==> src/sv/guide_overlay_pixel_blend_defines.svh <==
`ifndef GUIDE_OVERLAY_PIXEL_BLEND_DEFINES_SVH
`define GUIDE_OVERLAY_PIXEL_BLEND_DEFINES_SVH

// same-cycle implication on clk_i, off during reset
`define GOA_ASSERT_IMP(lbl, ante, cons) \
  lbl: assert property (@(posedge clk_i) disable iff (!rst_ni) (ante) |-> (cons)) \
    else $error("guide overlay assertion failed");

// next-cycle implication on clk_i, off during reset
`define GOA_ASSERT_NXT(lbl, ante, cons) \
  lbl: assert property (@(posedge clk_i) disable iff (!rst_ni) (ante) |=> (cons)) \
    else $error("guide overlay assertion failed");

`endif

==> src/sv/goa_pkg.sv <==
`default_nettype none

package goa_pkg;

  localparam int unsigned MaxDim     = 4096;
  localparam int unsigned DimW       = $clog2(MaxDim) + 1;
  localparam int unsigned PosW       = 12;
  localparam int unsigned NumCells   = 4;
  localparam int unsigned HitW       = $clog2(NumCells + 1);
  localparam int unsigned AddrW      = 5;
  localparam int unsigned ThirdShift = 15;

  localparam logic [DimW-1:0]       MaxDimV  = DimW'(MaxDim);
  localparam logic [ThirdShift-1:0] ThirdMul = ThirdShift'(10923);
  localparam logic [7:0]            DimKeep  = 8'd215;
  localparam logic [7:0]            ChanMax  = 8'hFF;

  typedef enum logic [1:0] {
    ModeThirds = 2'd0,
    ModeCross  = 2'd1,
    ModeSafe   = 2'd2
  } mode_e;

  typedef enum logic [2:0] {
    RegMode   = 3'd0,
    RegWidth  = 3'd1,
    RegHeight = 3'd2,
    RegLeft   = 3'd3,
    RegRight  = 3'd4,
    RegTop    = 3'd5,
    RegBottom = 3'd6,
    RegColor  = 3'd7
  } reg_idx_e;

  typedef struct packed {
    logic [7:0] red;
    logic [7:0] green;
    logic [7:0] blue;
    logic [7:0] alpha;
  } rgba_t;

  typedef struct packed {
    rgba_t           pix;
    logic [HitW-1:0] hits;
    logic            dim;
  } item_t;

  typedef struct packed {
    logic [1:0]      mode;
    logic [DimW-1:0] frame_width;
    logic [DimW-1:0] frame_height;
    logic [DimW-1:0] left_bound;
    logic [DimW-1:0] right_bound;
    logic [DimW-1:0] top_bound;
    logic [DimW-1:0] bottom_bound;
    rgba_t           color;
  } cfg_t;

  // exact floor(n / 255) for n up to 255 * 255
  function automatic logic [7:0] div255(input logic [15:0] n);
    logic [16:0] s;
    s = {1'b0, n} + 17'd1 + {9'd0, n[15:8]};
    return s[15:8];
  endfunction

  function automatic logic [7:0] mix_chan(input logic [7:0] c, input logic [7:0] p,
                                          input logic [7:0] a);
    logic [15:0] ca;
    logic [15:0] pb;
    ca = {8'd0, c} * {8'd0, a};
    pb = {8'd0, p} * {8'd0, ChanMax - a};
    return div255(ca + pb);
  endfunction

  function automatic logic [7:0] dim_chan(input logic [7:0] p);
    return div255({8'd0, p} * {8'd0, DimKeep});
  endfunction

endpackage

`default_nettype wire

==> src/sv/goa_front.sv <==
`default_nettype none

module goa_front (
  input  wire logic                       clk_i,
  input  wire logic                       rst_ni,
  input  wire logic                       valid_i,
  output logic                            ready_o,
  input  wire logic [goa_pkg::PosW-1:0]   pos_x_i,
  input  wire logic [goa_pkg::PosW-1:0]   pos_y_i,
  input  wire goa_pkg::rgba_t             pix_i,
  input  wire goa_pkg::cfg_t              cfg_i,
  output logic                            valid_o,
  input  wire logic                       ready_i,
  output goa_pkg::item_t                  item_o
);

  localparam int unsigned DW = goa_pkg::DimW;
  localparam int unsigned TS = goa_pkg::ThirdShift;

  logic [DW-1:0]         w, h, x, y;
  logic [DW+TS-1:0]      wp1, hp1;
  logic [DW+TS:0]        wp2, hp2;
  logic [DW-1:0]         w_t1, w_t2, h_t1, h_t2;
  logic [DW-1:0]         lr_lo, lr_hi, tb_lo, tb_hi;
  logic                  in_frame, hx, vy;
  logic [3:0]            hit;
  logic                  dim;
  logic                  valid_q;
  goa_pkg::item_t        item_q, item_d;

  always_comb begin
    w = (cfg_i.frame_width > goa_pkg::MaxDimV) ? goa_pkg::MaxDimV : cfg_i.frame_width;
    h = (cfg_i.frame_height > goa_pkg::MaxDimV) ? goa_pkg::MaxDimV : cfg_i.frame_height;
    x = {1'b0, pos_x_i};
    y = {1'b0, pos_y_i};
    in_frame = (x < w) && (y < h);

    wp1 = {{TS{1'b0}}, w} * {{DW{1'b0}}, goa_pkg::ThirdMul};
    hp1 = {{TS{1'b0}}, h} * {{DW{1'b0}}, goa_pkg::ThirdMul};
    wp2 = {{TS{1'b0}}, w, 1'b0} * {{(DW+1){1'b0}}, goa_pkg::ThirdMul};
    hp2 = {{TS{1'b0}}, h, 1'b0} * {{(DW+1){1'b0}}, goa_pkg::ThirdMul};
    w_t1 = wp1[TS +: DW];
    h_t1 = hp1[TS +: DW];
    w_t2 = wp2[TS +: DW];
    h_t2 = hp2[TS +: DW];

    lr_lo = (cfg_i.left_bound < cfg_i.right_bound) ? cfg_i.left_bound : cfg_i.right_bound;
    lr_hi = (cfg_i.left_bound < cfg_i.right_bound) ? cfg_i.right_bound : cfg_i.left_bound;
    tb_lo = (cfg_i.top_bound < cfg_i.bottom_bound) ? cfg_i.top_bound : cfg_i.bottom_bound;
    tb_hi = (cfg_i.top_bound < cfg_i.bottom_bound) ? cfg_i.bottom_bound : cfg_i.top_bound;
    hx = (x >= lr_lo) && (x <= lr_hi);
    vy = (y >= tb_lo) && (y <= tb_hi);

    hit = '0;
    dim = 1'b0;
    if (in_frame) begin
      case (cfg_i.mode)
        goa_pkg::ModeThirds: begin
          hit = {x == w_t1, x == w_t2, y == h_t1, y == h_t2};
        end
        goa_pkg::ModeCross: begin
          hit = {x == (w >> 1), y == (h >> 1), 2'b00};
        end
        goa_pkg::ModeSafe: begin
          hit = {(y == cfg_i.top_bound) && hx, (y == cfg_i.bottom_bound) && hx,
                 (x == cfg_i.left_bound) && vy, (x == cfg_i.right_bound) && vy};
          dim = (y < cfg_i.top_bound) || (y > cfg_i.bottom_bound) ||
                (x < cfg_i.left_bound) || (x > cfg_i.right_bound);
        end
        default: begin
          hit = '0;
          dim = 1'b0;
        end
      endcase
    end

    item_d.pix  = pix_i;
    item_d.hits = goa_pkg::HitW'(hit[0]) + goa_pkg::HitW'(hit[1]) +
                  goa_pkg::HitW'(hit[2]) + goa_pkg::HitW'(hit[3]);
    item_d.dim  = dim;
  end

  assign ready_o = !valid_q || ready_i;

  always_ff @(posedge clk_i or negedge rst_ni) begin
    if (!rst_ni) begin
      valid_q <= 1'b0;
    end else if (ready_o) begin
      valid_q <= valid_i;
    end
  end

  always_ff @(posedge clk_i) begin
    if (ready_o && valid_i) begin
      item_q <= item_d;
    end
  end

  assign valid_o = valid_q;
  assign item_o  = item_q;

endmodule

`default_nettype wire

==> src/sv/goa_cell.sv <==
`default_nettype none

module goa_cell (
  input  wire logic           clk_i,
  input  wire logic           rst_ni,
  input  wire logic           valid_i,
  output logic                ready_o,
  input  wire goa_pkg::item_t item_i,
  input  wire goa_pkg::rgba_t color_i,
  output logic                valid_o,
  input  wire logic           ready_i,
  output goa_pkg::item_t      item_o
);

  logic           valid_q;
  goa_pkg::item_t item_q, item_d;

  // blend once while line hits remain, then hand the rest down the row
  always_comb begin
    item_d = item_i;
    if (item_i.hits != '0) begin
      item_d.pix.red   = goa_pkg::mix_chan(color_i.red,   item_i.pix.red,   color_i.alpha);
      item_d.pix.green = goa_pkg::mix_chan(color_i.green, item_i.pix.green, color_i.alpha);
      item_d.pix.blue  = goa_pkg::mix_chan(color_i.blue,  item_i.pix.blue,  color_i.alpha);
      item_d.pix.alpha = goa_pkg::ChanMax;
      item_d.hits      = item_i.hits - goa_pkg::HitW'(1);
    end
  end

  assign ready_o = !valid_q || ready_i;

  always_ff @(posedge clk_i or negedge rst_ni) begin
    if (!rst_ni) begin
      valid_q <= 1'b0;
    end else if (ready_o) begin
      valid_q <= valid_i;
    end
  end

  always_ff @(posedge clk_i) begin
    if (ready_o && valid_i) begin
      item_q <= item_d;
    end
  end

  assign valid_o = valid_q;
  assign item_o  = item_q;

endmodule

`default_nettype wire

==> src/sv/goa_dim.sv <==
`default_nettype none

module goa_dim (
  input  wire logic           clk_i,
  input  wire logic           rst_ni,
  input  wire logic           valid_i,
  output logic                ready_o,
  input  wire goa_pkg::item_t item_i,
  output logic                valid_o,
  input  wire logic           ready_i,
  output goa_pkg::rgba_t      pix_o
);

  logic           valid_q;
  goa_pkg::rgba_t pix_q, pix_d;

  always_comb begin
    pix_d = item_i.pix;
    if (item_i.dim) begin
      pix_d.red   = goa_pkg::dim_chan(item_i.pix.red);
      pix_d.green = goa_pkg::dim_chan(item_i.pix.green);
      pix_d.blue  = goa_pkg::dim_chan(item_i.pix.blue);
    end
  end

  assign ready_o = !valid_q || ready_i;

  always_ff @(posedge clk_i or negedge rst_ni) begin
    if (!rst_ni) begin
      valid_q <= 1'b0;
    end else if (ready_o) begin
      valid_q <= valid_i;
    end
  end

  always_ff @(posedge clk_i) begin
    if (ready_o && valid_i) begin
      pix_q <= pix_d;
    end
  end

  assign valid_o = valid_q;
  assign pix_o   = pix_q;

endmodule

`default_nettype wire

==> src/sv/guide_overlay_pixel_blend.sv <==
// Stages: classify, four blend cells, dim; each a one-entry register with its own valid.
// Throughput: one item per cycle whenever the output is not stalled.
// Stalls back up stage by stage, so empty stages keep taking items while the output waits.
// Reset: rst_ni async active low clears all stage valids and loads the register defaults
// (mode thirds, 1920 x 1080, bounds 0, color 0xFFFFFFFF).
`default_nettype none
`include "guide_overlay_pixel_blend_defines.svh"

module guide_overlay_pixel_blend (
  input  wire logic                        clk_i,
  input  wire logic                        rst_ni,
  input  wire logic                        psel,
  input  wire logic                        penable,
  input  wire logic                        pwrite,
  input  wire logic [goa_pkg::AddrW-1:0]   paddr,
  input  wire logic [31:0]                 pwdata,
  output logic [31:0]                      prdata,
  output logic                             pready,
  input  wire logic                        in_valid_i,
  output logic                             in_ready_o,
  input  wire logic [goa_pkg::PosW-1:0]    pos_x_i,
  input  wire logic [goa_pkg::PosW-1:0]    pos_y_i,
  input  wire logic [7:0]                  in_red_i,
  input  wire logic [7:0]                  in_green_i,
  input  wire logic [7:0]                  in_blue_i,
  input  wire logic [7:0]                  in_alpha_i,
  output logic                             out_valid_o,
  input  wire logic                        out_ready_i,
  output logic [7:0]                       out_red_o,
  output logic [7:0]                       out_green_o,
  output logic [7:0]                       out_blue_o,
  output logic [7:0]                       out_alpha_o
);

  localparam int unsigned NC = goa_pkg::NumCells;
  localparam int unsigned DW = goa_pkg::DimW;

  goa_pkg::cfg_t     cfg_q;
  logic              cfg_wr;
  goa_pkg::reg_idx_e reg_sel;
  goa_pkg::rgba_t    in_pix, out_pix;

  logic              link_valid [NC+1];
  logic              link_ready [NC+1];
  goa_pkg::item_t    link_item  [NC+1];

  assign pready  = 1'b1;
  assign cfg_wr  = psel && penable && pwrite && pready;
  assign reg_sel = goa_pkg::reg_idx_e'(paddr[4:2]);

  always_ff @(posedge clk_i or negedge rst_ni) begin
    if (!rst_ni) begin
      cfg_q.mode         <= goa_pkg::ModeThirds;
      cfg_q.frame_width  <= DW'(1920);
      cfg_q.frame_height <= DW'(1080);
      cfg_q.left_bound   <= '0;
      cfg_q.right_bound  <= '0;
      cfg_q.top_bound    <= '0;
      cfg_q.bottom_bound <= '0;
      cfg_q.color        <= '1;
    end else if (cfg_wr) begin
      case (reg_sel)
        goa_pkg::RegMode:   cfg_q.mode         <= pwdata[1:0];
        goa_pkg::RegWidth:  cfg_q.frame_width  <= pwdata[DW-1:0];
        goa_pkg::RegHeight: cfg_q.frame_height <= pwdata[DW-1:0];
        goa_pkg::RegLeft:   cfg_q.left_bound   <= pwdata[DW-1:0];
        goa_pkg::RegRight:  cfg_q.right_bound  <= pwdata[DW-1:0];
        goa_pkg::RegTop:    cfg_q.top_bound    <= pwdata[DW-1:0];
        goa_pkg::RegBottom: cfg_q.bottom_bound <= pwdata[DW-1:0];
        goa_pkg::RegColor:  cfg_q.color        <= pwdata;
        default: ;
      endcase
    end
  end

  always_comb begin
    case (reg_sel)
      goa_pkg::RegMode:   prdata = {30'd0, cfg_q.mode};
      goa_pkg::RegWidth:  prdata = {{(32-DW){1'b0}}, cfg_q.frame_width};
      goa_pkg::RegHeight: prdata = {{(32-DW){1'b0}}, cfg_q.frame_height};
      goa_pkg::RegLeft:   prdata = {{(32-DW){1'b0}}, cfg_q.left_bound};
      goa_pkg::RegRight:  prdata = {{(32-DW){1'b0}}, cfg_q.right_bound};
      goa_pkg::RegTop:    prdata = {{(32-DW){1'b0}}, cfg_q.top_bound};
      goa_pkg::RegBottom: prdata = {{(32-DW){1'b0}}, cfg_q.bottom_bound};
      goa_pkg::RegColor:  prdata = cfg_q.color;
      default:            prdata = '0;
    endcase
  end

  assign in_pix = '{red: in_red_i, green: in_green_i, blue: in_blue_i, alpha: in_alpha_i};

  goa_front u_front (
    .clk_i   (clk_i),
    .rst_ni  (rst_ni),
    .valid_i (in_valid_i),
    .ready_o (in_ready_o),
    .pos_x_i (pos_x_i),
    .pos_y_i (pos_y_i),
    .pix_i   (in_pix),
    .cfg_i   (cfg_q),
    .valid_o (link_valid[0]),
    .ready_i (link_ready[0]),
    .item_o  (link_item[0])
  );

  for (genvar k = 0; k < NC; k++) begin : g_cell
    goa_cell u_cell (
      .clk_i   (clk_i),
      .rst_ni  (rst_ni),
      .valid_i (link_valid[k]),
      .ready_o (link_ready[k]),
      .item_i  (link_item[k]),
      .color_i (cfg_q.color),
      .valid_o (link_valid[k+1]),
      .ready_i (link_ready[k+1]),
      .item_o  (link_item[k+1])
    );
  end

  goa_dim u_dim (
    .clk_i   (clk_i),
    .rst_ni  (rst_ni),
    .valid_i (link_valid[NC]),
    .ready_o (link_ready[NC]),
    .item_i  (link_item[NC]),
    .valid_o (out_valid_o),
    .ready_i (out_ready_i),
    .pix_o   (out_pix)
  );

  assign out_red_o   = out_pix.red;
  assign out_green_o = out_pix.green;
  assign out_blue_o  = out_pix.blue;
  assign out_alpha_o = out_pix.alpha;

  `GOA_ASSERT_NXT(a_accept_enters, in_valid_i && in_ready_o, link_valid[0])
  `GOA_ASSERT_IMP(a_hits_bounded, link_valid[0], link_item[0].hits <= goa_pkg::HitW'(NC))
  `GOA_ASSERT_IMP(a_hits_consumed, link_valid[NC], link_item[NC].hits == '0)
  `GOA_ASSERT_NXT(a_mode_write, cfg_wr && (reg_sel == goa_pkg::RegMode),
                  cfg_q.mode == $past(pwdata[1:0]))

endmodule

`default_nettype wire

==> config.mk <==
export PLATFORM = sky130hd
export DESIGN_NAME = guide_overlay_pixel_blend
export DESIGN_NICKNAME = d
export VERILOG_FILES = /design/src/sv/goa_pkg.sv /design/src/sv/goa_front.sv /design/src/sv/goa_cell.sv /design/src/sv/goa_dim.sv /design/src/sv/guide_overlay_pixel_blend.sv
export VERILOG_INCLUDE_DIRS = /design/src /design/src/sv
export SDC_FILE = /design/constraint.sdc
export NUM_CORES = 2
export LEC_CHECK = 0
export BUFFER_PORTS_ARGS = -buffer_cell sky130_fd_sc_hd__buf_2
export CORE_UTILIZATION = 50
export CTS_CLUSTER_SIZE = 16
export DETAILED_ROUTE_END_ITERATION = 8
export PLACE_DENSITY_LB_ADDON = 0.3
export SYNTH_ARGS = -nofsm -noshare
export SYNTH_HDL_FRONTEND = slang
export SYNTH_SLANG_ARGS = --single-unit
==> constraint.sdc <==
create_clock -name clk_i -period 25.1 [get_ports clk_i]
set_input_delay 1.255 -clock clk_i [delete_from_list [all_inputs] [get_ports clk_i]]
set_output_delay 1.255 -clock clk_i [all_outputs]
set_load 0.02 [all_outputs]
### Word-level counts from Yosys, hierarchy flattened

Index checks and enable logic that the tools add are counted.

* $add $sub $neg: 50
* multipliers: 22
* order comparisons: 14
* equality and inequality tests: 19
* mux-type cells: 14
* reductions and logical operators: 45

Operators by type and width (number)
* 32-bit case mux with 8 select lines: 1
* 16-bit by 1-bit adder with 16-bit output (second input constant): 15
* 16-bit by 8-bit adder with 16-bit output: 15
* 8-bit by 8-bit multiplier with 16-bit output: 15
* 16-bit adder: 12
* 35-bit 2-to-1 mux: 4
* 13-bit by 14-bit multiplier with 27-bit output (second input constant): 4
* 12-bit by 13-bit == test with 1-bit output: 6
* 13-bit 2-to-1 mux: 6
* 12-bit by 13-bit < comparator with 1-bit output: 4
* 12-bit == test: 4
* 8-bit by 8-bit multiplier with 16-bit output (second input constant): 3
* 12-bit by 13-bit >= comparator with 1-bit output: 2
* 12-bit by 13-bit greater-than comparator with 1-bit output: 2
* 13-bit greater-than comparator (second input constant): 2
* 12-bit by 13-bit <= comparator with 1-bit output: 2
* 13-bit < comparator: 2
* 24-bit 2-to-1 mux: 1
* 2-bit AND reduction: 9
* 1-bit logical AND: 15
* 3-bit == test (second input constant): 4
* 4-bit case mux with 3 select lines: 1
* 3-bit nonzero test: 4
* 3-bit by 1-bit subtractor with 3-bit output (second input constant): 4
* other kinds (12): 27

* bits in registers: 327
* output and inout bits: 67
* word-level logic and storage cells: 214

### Logic depth before layout (Yosys ltp)

* depth in word-level cells: 10
* depth in mapped cells: 43

### Hierarchy

Synthesis repeated with hierarchy kept, for this count alone.

* cells, all modules: 9881
* area total of the unflattened synthesis: 89703.5 um^2

By module, submodules not included
* goa_cell (g_cell[0].u_cell): times used 1, cells an instance 1861, area an instance 16366.9 um^2
* goa_cell (g_cell[2].u_cell): times used 1, cells an instance 1808, area an instance 16256.8 um^2
* goa_cell (g_cell[3].u_cell): times used 1, cells an instance 1824, area an instance 16228.1 um^2
* goa_cell (g_cell[1].u_cell): times used 1, cells an instance 1816, area an instance 16195.5 um^2
* goa_front: times used 1, cells an instance 1382, area an instance 12127.9 um^2
* goa_dim: times used 1, cells an instance 814, area an instance 7274.5 um^2
* guide_overlay_pixel_blend: times used 1, cells an instance 376, area an instance 5253.8 um^2

### Least setup slack after synthesis

No wires, ideal clock.

* path kind: register to register
* from: register cfg_q[2] in the netlist's numbering
* to: register g_cell[0].u_cell.item_q (netlist bit g_cell[0].u_cell.item_o[35]) (data pin)
* library setup time: 0.271 ns
* arrival time: 9.307 ns
* slack: 15.522 ns
* cell stages (with the launch flop): 37
* cells stage by stage: dfstp_2 clkbuf_1 buf_1 nand2_1 fa_1 fa_1 inv_1 fa_1 inv_1 fa_1 inv_1 ha_1 xor2_1 fa_1 fa_1 inv_1 fa_1 inv_1 fa_1 inv_1 ha_1 inv_1 o21ai_0 a31oi_1 o21ai_0 a21oi_1 xor2_1 inv_1 ha_1 o2111ai_1 a211oi_1 mux2i_1 nor3b_1 nand3_1 nor3_1 xnor2_1 a21oi_1

RTL lines
* start, declared: RTL line guide_overlay_pixel_blend.sv:38 `goa_pkg::cfg_t cfg_q;`
* end signal, assigned: RTL line goa_cell.sv:42 `item_q <= item_d;`
* end, declared: RTL line goa_cell.sv:16 `goa_pkg::item_t item_q, item_d;`

==> reports/results.tsv <==
stage	metric	value	unit
worst_setup_path	worst endpoint required time	25.47	ns
timing	setup violation total in the final timing report	0	
floorplanning	area enclosed by the die boundary	136700	µm²
clock_tree	total number of H-tree levels	2	
synth	most common library cells after synthesis	1414 x sky130_fd_sc_hd__inv_1, 1054 x sky130_fd_sc_hd__ha_1, 854 x sky130_fd_sc_hd__fa_1, 399 x sky130_fd_sc_hd__nor2b_1, 394 x sky130_fd_sc_hd__nand2_1	
global_route	initial antenna violation count	8	
cells_and_area	Final Instance Count excl. Fillers	9189	
synth	most numerous cell in the Yosys netlist	sky130_fd_sc_hd__inv_1	
clock_tree	clock-pin slew on the worst setup and hold paths	0.06	ns
cells_and_area	combined area of the multi-input logic cells	52370	µm²
placed_design	routability congestion estimate from global placement	0.9181	
worst_setup_path	Worst path most repeated cell	sky130_fd_sc_hd__fa_1	
clock_tree	CTS Buf Count	43	
synth	post-synthesis instance area	67610	µm²
worst_setup_path	Worst setup EP type	register	
floorplanning	Die Y	369.7	µm
global_route	first-pass GRT wire length	283400	µm
drt	number of violations reported at the end of detailed-routing iteration 0	3783	
synth	Unique masters post-synth	95	
timing	maximum clock frequency	86.09	MHz
clock_tree	Gates resized, CTS repair	0	
placed_design	number of placed cells counting well taps	9109	
global_route	vias in the first global route	52860	
timing	clock skew	0.04524	ns
cells_and_area	proportion of layout cells with a drive suffix above 1	6.900	%
synth	syn avg cell area	9.235	µm²
flow_run	max_cap viols	0	
clock_tree	number of buffers between clock root and the deepest sink	3	
clock_tree	number of hold buffers added after CTS	0	
worst_setup_path	largest stage delay on the critical path	1.25	ns
synth	number of flops mapped to enable cells by yosys	209	
timing	Pins Over Slew Limit	0	
clock_tree	CTS sink cnt	327	
timing	unrepaired setup endpoints after global routing	no	
timing	Tightest Pin Transition	1.358	ns
cells_and_area	area added between synthesis and finish	6.273	%
cells_and_area	# fillers	12150	
timing	number of endpoints with negative hold slack in the final report	0	
worst_setup_path	CP Max Fanout	76	
clock_tree	TritonCTS clock tree	done	
placed_design	Detailed Place HPWL	137500	µm
floorplanning	std cell rows	134	
global_route	global-route track usage on met1	35.75	%
timing	Tmin final	11.62	ns
clock_tree	CTS Root Buffer Type	sky130_fd_sc_hd__clkbuf_16	
cells_and_area	Sequential cell area	9305	µm²
cells_and_area	Final Net Count	9394	
global_route	GRT Overall Usage	26.21	%
global_route	routing usage on met2	42.81	%
worst_setup_path	data arrival time at the worst-slack endpoint	11.98	ns
synth	post-synthesis async set-or-reset flop share	36.09	%
synth	sequential fraction of the synthesis area	13.72	%
drt	# DRC	18	
drt	via count	50810	
floorplanning	Core ar.	133800	µm²
synth	leading register cell type out of synthesis	sky130_fd_sc_hd__edfxtp_1	
worst_setup_path	cell at the slowest stage of the critical path	sky130_fd_sc_hd__dfstp_4	
global_route	GR peak layer	met2	
placed_design	# port buffers	163	
floorplanning	I/O pin total	167	
outcome	failing checks	design-rule violations	
outcome	status	finished, violations left	
hold_path	type of the most critical hold path	register to register	
synth	area leader, netlist	sky130_fd_sc_hd__fa_1	
clock_tree	Post-CTS Setup Bufs	0	
synth	FF+latch count, synth	327	
timing	period utilisation layout	46.28	%
floorplanning	horizontal extent of the die	369.7	µm
synth	total of warnings raised by yosys	0	
timing	Worst slew margin	8.645	%
drt	WL per Instance	19.08	µm
timing	setup TNS	0	ns
clock_tree	clock latency on the worst-skew pair	0.66	ns
drt	detailed-router iteration count before antenna repair	7	
global_route	maximum number of pins on one net before global-route repair	77	
cells_and_area	post-route core utilization	53.71	%
worst_setup_path	kind of start point of the critical path	register	
global_route	met3 capacity usage during global routing	3.936	%
drt	number of nets with antenna violations after routing	0	
drt	overall routed net length	175300	µm
floorplanning	starting utilization of the core area	50.53	%
global_route	Remaining Overflow, GRT	0	
worst_setup_path	kind of critical path	register to register	
synth	share of Yosys cell area claimed by the top area cell type	25.29	%
drt	number of vias per cell after detailed routing	5.529	
synth	biggest area contributors in the synthesized netlist	sky130_fd_sc_hd__fa_1 25%, sky130_fd_sc_hd__ha_1 20%, sky130_fd_sc_hd__edfxtp_1 9.3%	
synth	Post-Synthesis Cells	7321	
-- through the flow --
step	worst slack, ns	hold WS, ns	instance area, µm²
final	13.48	0.4183	71850
after CTS	13.59	0.4189	71850
after global placement	13.72	0.4037	70390
after global routing	12.91	0.4230	71850
after detailed placement	13.62	0.4045	70390
after floorplan	15.52	0.4003	67660
-- cell families after synthesis --
logic type               count (synthesis)  share of synthesized area, %
AND/OR/NAND/NOR                       1929                         15.34
adder cells (fa/ha/maj)               1908                         44.79
buffers and inverters                 1620                         9.007
AO/OA/AOI/OAI                          975                         9.203
XOR/XNOR                               410                         5.311
flip-flops                             327                         13.72
multiplexers                           150                         2.611
other                                    2                       0.01111
-- registers in the layout, indices dropped and copies added (netlist names) --
| signal | cells |
|---|---|
| g_cell.u_cell.item_o | 141 |
| cfg_q | 112 |
| u_front.item_o | 36 |
| u_dim.pix_o | 32 |
| g_cell.u_cell.valid_o | 4 |
| u_dim.valid_o | 1 |
| u_front.valid_o | 1 |
-- critical path: cells and delay by family, from the launching register on --
kind | cells | cell delay (ns)
flip-flops | 1 | 1.25
XOR/XNOR | 4 | 1.50
buffers and inverters | 7 | 0.95
multiplexers | 1 | 0.27
AND/OR/NAND/NOR | 5 | 0.94
AO/OA/AOI/OAI | 8 | 1.78
adder cells (fa/ha/maj) | 11 | 4.65
-- layout by cell type, fill, tap and decap left out, types with 11 or more instances in the layout --
cell,count
sky130_fd_sc_hd__inv_1,1413
sky130_fd_sc_hd__ha_1,1054
sky130_fd_sc_hd__fa_1,854
sky130_fd_sc_hd__nor2b_1,397
sky130_fd_sc_hd__nand2_1,394
sky130_fd_sc_hd__nand2b_1,375
sky130_fd_sc_hd__a21oi_1,295
sky130_fd_sc_hd__xnor2_1,280
sky130_fd_sc_hd__nor2_1,267
sky130_fd_sc_hd__o21ai_0,224
sky130_fd_sc_hd__edfxtp_1,209
sky130_fd_sc_hd__buf_2,162
sky130_fd_sc_hd__and2_1,141
sky130_fd_sc_hd__xor2_1,130
sky130_fd_sc_hd__a21o_1,108
sky130_fd_sc_hd__mux2_2,98
sky130_fd_sc_hd__nand3_1,82
sky130_fd_sc_hd__dfrtp_1,78
sky130_fd_sc_hd__nor3_1,63
sky130_fd_sc_hd__o21a_1,59
sky130_fd_sc_hd__buf_4,50
sky130_fd_sc_hd__nand4_1,44
sky130_fd_sc_hd__clkbuf_16,43
sky130_fd_sc_hd__mux2i_1,41
sky130_fd_sc_hd__o21bai_1,36
sky130_fd_sc_hd__or2_2,33
sky130_fd_sc_hd__dfstp_2,33
sky130_fd_sc_hd__nor4_1,25
sky130_fd_sc_hd__a31oi_1,24
sky130_fd_sc_hd__a211oi_1,24
sky130_fd_sc_hd__o22ai_1,22
sky130_fd_sc_hd__and3_1,21
sky130_fd_sc_hd__o211ai_1,21
sky130_fd_sc_hd__o2111ai_1,18
sky130_fd_sc_hd__o31ai_1,17
sky130_fd_sc_hd__a211o_1,15
sky130_fd_sc_hd__conb_1,15
sky130_fd_sc_hd__or3_1,14
sky130_fd_sc_hd__a2111oi_0,11
sky130_fd_sc_hd__a22oi_1,11
-- routing by layer --
metal,vias to the layer above,wire [µm]
li1,23800,-
met1,25270,77380
met2,1481,79810
met3,258,12500
met4,2,5633
met5,-,13
-- cell type report --
| type | count | area share (%) |
|---|---|---|
| multi-input cells | 5387 | 72.89 |
| flip-flops and latches | 327 | 12.95 |
| inverters | 1415 | 7.392 |
| well taps | 1768 | 3.079 |
| repair buffers | 212 | 1.651 |
| clock buffers | 51 | 1.553 |
| clock inverters | 28 | 0.4841 |
| diodes | 1 | 0.003483 |
-- worst paths after layout --
| kind | start | to | slack, ns | depth (start not counted) |
|---|---|---|---|---|
| max | cfg_q[4] | g_cell[3].u_cell.item_o[17] | 13.48 | 36 |
| min | g_cell[3].u_cell.item_o[4] | u_dim.pix_o[0] | 0.42 | 0 |
| max reg2reg | cfg_q[4] | g_cell[3].u_cell.item_o[17] | 13.48 | 36 |
| min reg2reg | g_cell[3].u_cell.item_o[4] | u_dim.pix_o[0] | 0.42 | 0 |
| max in group asynchronous | rst_ni | cfg_q[56] | 23.01 | 2 |
| min in group asynchronous | rst_ni | cfg_q[73] | 0.64 | 1 |
Power is not shown: default switching activity piles up to over one toggle a cycle in this logic, so the estimate is an artifact.
